$ cat src/rtl/core/cfsp_pkg.sv
// Package for the CRC-framed setpoint packet parser: frame geometry, header codes,
// CRC-16/CCITT-FALSE constants and step function, parse phases and payload structs.
// No dependencies.
package cfsp_pkg;

  // Total frame length in bytes, header and CRC trailer included (11 to 64).
  localparam int FRAME_LENGTH = 11;
  localparam int IDX_W        = 6;

  localparam logic [IDX_W-1:0] IDX_PAYLOAD_FIRST = IDX_W'(2);
  localparam logic [IDX_W-1:0] IDX_PAYLOAD_LAST  = IDX_W'(8);
  localparam logic [IDX_W-1:0] IDX_TRAILER_HIGH  = IDX_W'(FRAME_LENGTH - 2);

  localparam int HOLD_W = 56;

  localparam logic [7:0]  HDR_FIRST  = 8'hAA;
  localparam logic [7:0]  HDR_SECOND = 8'h55;
  localparam logic [15:0] CRC_INIT   = 16'hFFFF;
  localparam logic [15:0] CRC_POLY   = 16'h1021;

  typedef enum logic [1:0] {
    PH_HUNT    = 2'd0,
    PH_SEEN_AA = 2'd1,
    PH_FRAME   = 2'd2
  } phase_t;

  typedef struct packed {
    logic [7:0]  data_byte;
    logic [31:0] byte_time_ms;
  } byte_item_t;

  typedef struct packed {
    logic signed [15:0] roll_centi;
    logic signed [15:0] pitch_centi;
    logic signed [15:0] yaw_centi;
    logic [7:0]         altitude_tenths;
    logic [31:0]        packet_time_ms;
  } packet_item_t;

  // One byte of CRC-16, MSB first, no reflection.
  function automatic logic [15:0] crc16_byte(input logic [15:0] crc_in, input logic [7:0] b);
    logic [15:0] c;
    c = crc_in ^ {b, 8'h00};
    for (int k = 0; k < 8; k++) begin
      if (c[15]) begin
        c = {c[14:0], 1'b0} ^ CRC_POLY;
      end else begin
        c = {c[14:0], 1'b0};
      end
    end
    return c;
  endfunction

  // CRC after the two header bytes, worked out at elaboration.
  localparam logic [15:0] CRC_AFTER_HDR = crc16_byte(crc16_byte(CRC_INIT, HDR_FIRST), HDR_SECOND);

endpackage

$ cat src/rtl/core/crc_framed_setpoint_packet_parser.sv
// Top level of the CRC-framed setpoint packet parser: header hunt, frame collection,
// CRC-16 check and result register, all in this one module.
// Depends on cfsp_pkg.
//
//   Channel  Direction  Handshake                  Payload
//   byte     in         byte_valid / byte_ready    byte_data   (byte_item_t)
//   packet   out        packet_valid / packet_ready packet_data (packet_item_t)
//
// An accepted byte is held in the input register and parsed there, and a frame whose CRC
// matches loads the result register, which raises packet_valid once the last frame byte
// has been parsed.
// One byte is taken every cycle; the only thing that slows the input is a result waiting
// in the result register, which stops the parse of the held byte until it is taken.
// Reset is synchronous and active high; it empties both registers and returns the parser
// to hunting for the first header byte.
module crc_framed_setpoint_packet_parser
  import cfsp_pkg::*;
(
  input  logic         clk,
  input  logic         rst,
  input  logic         byte_valid,
  output logic         byte_ready,
  input  byte_item_t   byte_data,
  output logic         packet_valid,
  input  logic         packet_ready,
  output packet_item_t packet_data
);

  // Input register.
  logic       in_vld;
  byte_item_t in_item;

  // Parser state.
  phase_t             phase, phase_next;
  logic [IDX_W-1:0]   frame_index, frame_index_next;
  logic [15:0]        running_crc, running_crc_next;
  logic [HOLD_W-1:0]  payload_hold, payload_hold_next;
  logic [7:0]         trailer_high, trailer_high_next;

  logic go;
  logic frame_ok;

  // The held byte is parsed when the result register can take whatever it produces.
  assign go         = in_vld && (!packet_valid || packet_ready);
  assign byte_ready = !in_vld || go;

  always_ff @(posedge clk) begin
    if (rst) begin
      in_vld <= 1'b0;
    end else if (byte_ready) begin
      in_vld <= byte_valid;
    end
    if (byte_valid && byte_ready) begin
      in_item <= byte_data;
    end
  end

  always_ff @(posedge clk) begin
    if (rst) begin
      phase       <= PH_HUNT;
      frame_index <= '0;
      running_crc <= CRC_INIT;
    end else begin
      phase       <= phase_next;
      frame_index <= frame_index_next;
      running_crc <= running_crc_next;
    end
    payload_hold <= payload_hold_next;
    trailer_high <= trailer_high_next;
  end

  // Next state. Once AA 55 has been seen the following bytes are taken as the frame
  // whatever their values; there is no resynchronisation inside a frame.
  always_comb begin
    phase_next        = phase;
    frame_index_next  = frame_index;
    running_crc_next  = running_crc;
    payload_hold_next = payload_hold;
    trailer_high_next = trailer_high;
    frame_ok          = 1'b0;
    if (go) begin
      case (phase)
        PH_SEEN_AA: begin
          if (in_item.data_byte == HDR_SECOND) begin
            phase_next       = PH_FRAME;
            frame_index_next = IDX_PAYLOAD_FIRST;
            running_crc_next = CRC_AFTER_HDR;
          end else if (in_item.data_byte != HDR_FIRST) begin
            // A repeated AA keeps the hunt armed; anything else breaks the header.
            phase_next       = PH_HUNT;
            frame_index_next = '0;
            running_crc_next = CRC_INIT;
          end
        end
        PH_FRAME: begin
          if (frame_index < IDX_TRAILER_HIGH) begin
            running_crc_next = crc16_byte(running_crc, in_item.data_byte);
            if (frame_index >= IDX_PAYLOAD_FIRST && frame_index <= IDX_PAYLOAD_LAST) begin
              payload_hold_next = {payload_hold[HOLD_W-9:0], in_item.data_byte};
            end
            frame_index_next = frame_index + IDX_W'(1);
          end else if (frame_index == IDX_TRAILER_HIGH) begin
            trailer_high_next = in_item.data_byte;
            frame_index_next  = frame_index + IDX_W'(1);
          end else begin
            // Last byte: compare the big-endian trailer and return to the hunt.
            frame_ok         = ({trailer_high, in_item.data_byte} == running_crc);
            phase_next       = PH_HUNT;
            frame_index_next = '0;
            running_crc_next = CRC_INIT;
          end
        end
        default: begin
          frame_index_next = '0;
          running_crc_next = CRC_INIT;
          phase_next       = (in_item.data_byte == HDR_FIRST) ? PH_SEEN_AA : PH_HUNT;
        end
      endcase
    end
  end

  // Result register.
  always_ff @(posedge clk) begin
    if (rst) begin
      packet_valid <= 1'b0;
    end else if (go && frame_ok) begin
      packet_valid <= 1'b1;
    end else if (packet_ready) begin
      packet_valid <= 1'b0;
    end
    if (go && frame_ok) begin
      packet_data.roll_centi      <= payload_hold[55:40];
      packet_data.pitch_centi     <= payload_hold[39:24];
      packet_data.yaw_centi       <= payload_hold[23:8];
      packet_data.altitude_tenths <= payload_hold[7:0];
      packet_data.packet_time_ms  <= in_item.byte_time_ms;
    end
  end

`ifndef SYNTHESIS
  // A new result only ever follows the parse of a last frame byte.
  a_result_from_frame : assert property (@(posedge clk) disable iff (rst)
    $rose(packet_valid) |-> $past(go && phase == PH_FRAME))
    else $error("result appeared without a completed frame");

  // Outside a frame the index and CRC stay at their hunt values.
  a_hunt_clean : assert property (@(posedge clk) disable iff (rst)
    phase != PH_FRAME |-> (frame_index == '0 && running_crc == CRC_INIT))
    else $error("index or CRC not cleared while hunting");

  // Inside a frame the index stays within the frame.
  a_index_range : assert property (@(posedge clk) disable iff (rst)
    phase == PH_FRAME |-> (frame_index >= IDX_PAYLOAD_FIRST &&
                           frame_index <= IDX_W'(FRAME_LENGTH - 1)))
    else $error("frame index out of range");

  // A stalled input always has a byte held in the input register.
  a_stall_held : assert property (@(posedge clk) disable iff (rst)
    !byte_ready |-> (in_vld && packet_valid && !packet_ready))
    else $error("input stalled without cause");
`endif

endmodule
$ cat config.mk
export PLATFORM = sky130hd
export DESIGN_NAME = crc_framed_setpoint_packet_parser
export DESIGN_NICKNAME = d
export VERILOG_FILES = /design/src/rtl/core/cfsp_pkg.sv /design/src/rtl/core/crc_framed_setpoint_packet_parser.sv
export SDC_FILE = /design/constraint.sdc
export NUM_CORES = 1
export LEC_CHECK = 0
export ABC_CLOCK_PERIOD_IN_PS = 31600
export BUFFER_PORTS_ARGS = -buffer_cell sky130_fd_sc_hd__buf_2
export CAP_MARGIN = 20
export CORE_MARGIN = 8
export CORE_UTILIZATION = 40
export CTS_CLUSTER_SIZE = 40
export DETAILED_ROUTE_END_ITERATION = 8
export GPL_TIMING_DRIVEN = 0
export HOLD_SLACK_MARGIN = 0.08
export PLACE_DENSITY_LB_ADDON = 0.08
export SETUP_SLACK_MARGIN = 0.05
export SYNTH_ARGS = -nofsm -noshare
export SYNTH_HDL_FRONTEND = slang
export SYNTH_SLANG_ARGS = --single-unit
$ cat constraint.sdc
create_clock -name clk -period 31.6 [get_ports clk]
set_input_delay 1.58 -clock clk [delete_from_list [all_inputs] [get_ports clk]]
set_output_delay 1.58 -clock clk [all_outputs]
set_load 0.1 [all_outputs]
==> flow_summary.yaml <==
synthesis:
  yosys-top-cells-area: "sky130_fd_sc_hd__edfxtp_1 76%, sky130_fd_sc_hd__dfxtp_1 6.9%, sky130_fd_sc_hd__xor2_1 2.5%"
  synth_adder_area_share: 0.00988
  muxShareOfSynthArea: 0.00264
  synth_xor_area_frac: 0.0461
  number_of_enable_type_register_cells_in_the_synthesized_netlist: 192
  syn_inst: 402
  synthDominantAreaCellType: "sky130_fd_sc_hd__edfxtp_1"
  yosysMostFrequentCell: "sky130_fd_sc_hd__edfxtp_1"
  synthSimpleGateAreaFrac: 0.0511
  synth_top_area_frac: 0.759
  synth-compound-area-share: 0.0514
  ys_seq_area_frac: 0.828
  avgSynthCellArea_um2: 18.9
  main_combinational_cell_family_by_area_after_synthesis: "compound AO/OA/AOI/OAI gates"
  synth_nets: 452
  synthDistinctLibCells: 46
  synth_area_um2: 7590
  yosys_warnings: 0
  dominantRegCellSynth: "sky130_fd_sc_hd__edfxtp_1"
  synth_seq_cells: 218
  synth_top_cells_by_count: "192 x sky130_fd_sc_hd__edfxtp_1, 26 x sky130_fd_sc_hd__dfxtp_1, 22 x sky130_fd_sc_hd__xor2_1"
  async_sr_flop_fraction: 0
pwr:
  vdd_ir_drop_max_mv: 0.0414
  power_density_nw_per_um2: 61.2
  clkPwrFrac: 0.420
  share_comb_of_total_power: 0.025
  sw_frac_of_total: 0.195
  power_mw: 0.577
  internal_power_mw: 0.465
  power.share.sequential: 0.555
  leakage_nw: 3.37
  net-switching-power_mw: 0.112
routing:
  totalWireLength_um: 14600
  met2WireLength_um: 7160
  vias_per_cell: 4.80
  drcViolationCount: 0
  via_count: 3996
  detailroute.wirelength.met3_um: 860
  wl_per_cell_um: 17.5
  total_iterations_of_the_first_detailed_routing_run: 4
  detail-route-antenna-nets: 0
  top_layer_used: "met4"
  drt_iter0_markers: 243
  wl_met1_um: 6260
final_layout:
  drive_gt1_frac: 0.341
  area.growth.synth_to_final_pct: 24.2
  nFillCells: 1608
  final_util: 0.506
  total_inserted_antenna_cells: 0
  layoutNonFillerInstCount: 833
  num-nets-final: 632
  sequential_cell_area_in_the_final_layout_um2: 6290
  multi_input_gate_area_in_the_final_layout_um2: 1240
clock_network:
  ctsHtreeMaxLevel: 1
  cts_hold_buffers: 0
  cts-root-buf: "sky130_fd_sc_hd__clkbuf_16"
  cts_resized: 0
  path_clk_slew_ps: 60
  max-clock-path-buffers: 3
  cts_post_setup_buffers_inserted: 0
  tritoncts: "done"
  clock_latency_ps: 510
  clock_sink_count: 218
  numCtsBuffers: 23
sta:
  timing.final.max_slew_violations: 0
  setup-violations-final: 0
  setup_tns_ps: 0
  max_clock_freq_ghz: 0.234
  hold_violations: 0
  worst_clock_skew_ps: 11.6
  grt_setup_unrepaired: "false"
  slew_at_the_pin_closest_to_its_max_slew_limit_ps: 1000
  min_period_ps: 4280
  fin_ws_ps: 27320
  slew_headroom: 0.332
  tcrit_tclk_final: 0.135
global_routing:
  first_global_vias: 4098
  track_usage: 0.122
  initial_antenna_violation_count: 0
  grt_max_degree: 35
  globalRouteOverflowTotal: 0
  global_route_wire_length_before_repair_um: 22800
placed_design:
  post-place-ws_ps: 26680
  place_congestion: 0.808
  dpl.cell_count: 790
  hpwl_um: 10600
  buffer_ports.inserted: 132
worst_setup_path:
  ff2ff_path_depth: 11
  cp_cell_sequence: "buf_2 -> or2b_2 -> and2_0 -> nand4_1 -> a2111oi_2 -> buf_4 -> buf_4 -> buf_2 -> buf_2 -> buf_4"
  crit_buf_inv: 6
  cpLargestDelayFamily: "buffers and inverters"
  worstPathArrival_ps: 4500
  critical-path-max-stage-delay_ps: 930
  timing.critical_path.fanout_max: 8
  timing.reg2reg.setup_slack_ps: 27840
  path_depth: 10
  classification_of_the_worst_setup_path: "primary input to flop"
  crit_slowest_cell: "sky130_fd_sc_hd__a2111oi_2"
  crit_path_start_kind: "primary input"
  cp_capture_type: "flop"
  crit_required_ps: 31820
floorplan:
  dieArea_um2: 23700
  io-pin-count: 134
  chipHeight_um: 154
  row_count: 50
  effective_utilization_at_floorplan: 0.407
  core-area_um2: 18600
  die_x_um: 154
run_status:
  status: "complete, no violations"
worst_hold_path:
  hold_path.class: "flop to flop"
  holdPathStages: 0
flow_run:
  drv_cap: 0
==> layout by cell type, fill, tap and decap left out, types with 3 or more instances in the layout <==
master	instances
sky130_fd_sc_hd__a211o_1	7
sky130_fd_sc_hd__a211oi_1	3
sky130_fd_sc_hd__a21oi_1	21
sky130_fd_sc_hd__and3_2	3
sky130_fd_sc_hd__buf_2	140
sky130_fd_sc_hd__buf_4	13
sky130_fd_sc_hd__buf_6	6
sky130_fd_sc_hd__clkbuf_1	16
sky130_fd_sc_hd__clkbuf_16	23
sky130_fd_sc_hd__dfxtp_1	26
sky130_fd_sc_hd__edfxtp_1	192
sky130_fd_sc_hd__ha_1	6
sky130_fd_sc_hd__inv_1	7
sky130_fd_sc_hd__nand2_1	6
sky130_fd_sc_hd__nor2_1	14
sky130_fd_sc_hd__nor3_1	9
sky130_fd_sc_hd__nor4_1	5
sky130_fd_sc_hd__o21ai_0	13
sky130_fd_sc_hd__o21bai_1	4
sky130_fd_sc_hd__xnor2_1	18
sky130_fd_sc_hd__xor2_1	22
==> cells by family (layout without fill, tap and decap cells) <==
group / after synthesis / count (layout)
buffers and inverters: 16 / 213
xor gates and xnor gates: 40 / 40
AOI/OAI and AO/OA: 59 / 59
muxes: 2 / 2
adders and majority gates: 6 / 6
DFF: 218 / 218
and+or+nand+nor: 61 / 61
==> worst reg2reg max path, cell delays in order (launching register included) <==
cell                        delay, ps
sky130_fd_sc_hd__dfxtp_1          420
sky130_fd_sc_hd__inv_1            150
sky130_fd_sc_hd__ha_1             250
sky130_fd_sc_hd__nand2b_1          90
sky130_fd_sc_hd__a211o_1          250
sky130_fd_sc_hd__nand4_1          170
sky130_fd_sc_hd__a2111oi_2        940
sky130_fd_sc_hd__buf_4            320
sky130_fd_sc_hd__buf_4            180
sky130_fd_sc_hd__buf_2            220
sky130_fd_sc_hd__buf_2            260
sky130_fd_sc_hd__buf_4            220
==> stage by stage <==
stage               hold WS, ps  cell area, um^2
finish                      414             9430
global route                424             9430
CTS                         416             9430
detailed placement          405             8740
global placement            400             8550
floorplan                   400             7590
==> metal layers <==
metal / up-vias / GRT usage
met5: - / 0
met4: 0 / 0.0383
met3: 25 / 0.0364
met2: 116 / 0.202
met1: 1946 / 0.151
li1: 1909 / -
==> final timing paths <==
path,startpoint,endpoint
setup / recovery,packet_ready,packet_data[29]
hold / removal,in_item[21],packet_data[21]
setup reg to reg,frame_index[0],packet_data[29]
hold reg to reg,in_item[21],packet_data[21]
==> power groups by stage <==
stage | Clock, mW | Sequential, mW | Combinational [mW]
6_report | 0.242 | 0.320 | 0.0147
3_5_place_dp | 0 | 0.326 | 0.0147
5_1_grt | 0.262 | 0.320 | 0.0161
4_1_cts | 0.252 | 0.320 | 0.0148
2_1_floorplan | 0 | 0.325 | 0.00957
3_3_place_gp | 0 | 0.326 | 0.0142
==> layout make-up <==
| class | count | share of cell area |
|---|---|---|
| Timing Repair Buffer | 155 | 0.0893 |
| Clock buffer | 37 | 0.0687 |
| Inverter | 7 | 0.00279 |
| Multi-Input combinational cell | 168 | 0.132 |
| Clock inverter | 5 | 0.00398 |
| Tap cell | 234 | 0.0310 |
| Sequential cell | 218 | 0.666 |
| Buffer | 9 | 0.00623 |
==> state kept, by name (all words and copies together) (netlist names) <==
signal,flops
packet_data,88
payload_hold,56
in_item,40
running_crc,16
trailer_high,8
frame_index,6
phase,2
in_vld,1
packet_valid,1
(Power assumes the default switching activity.)
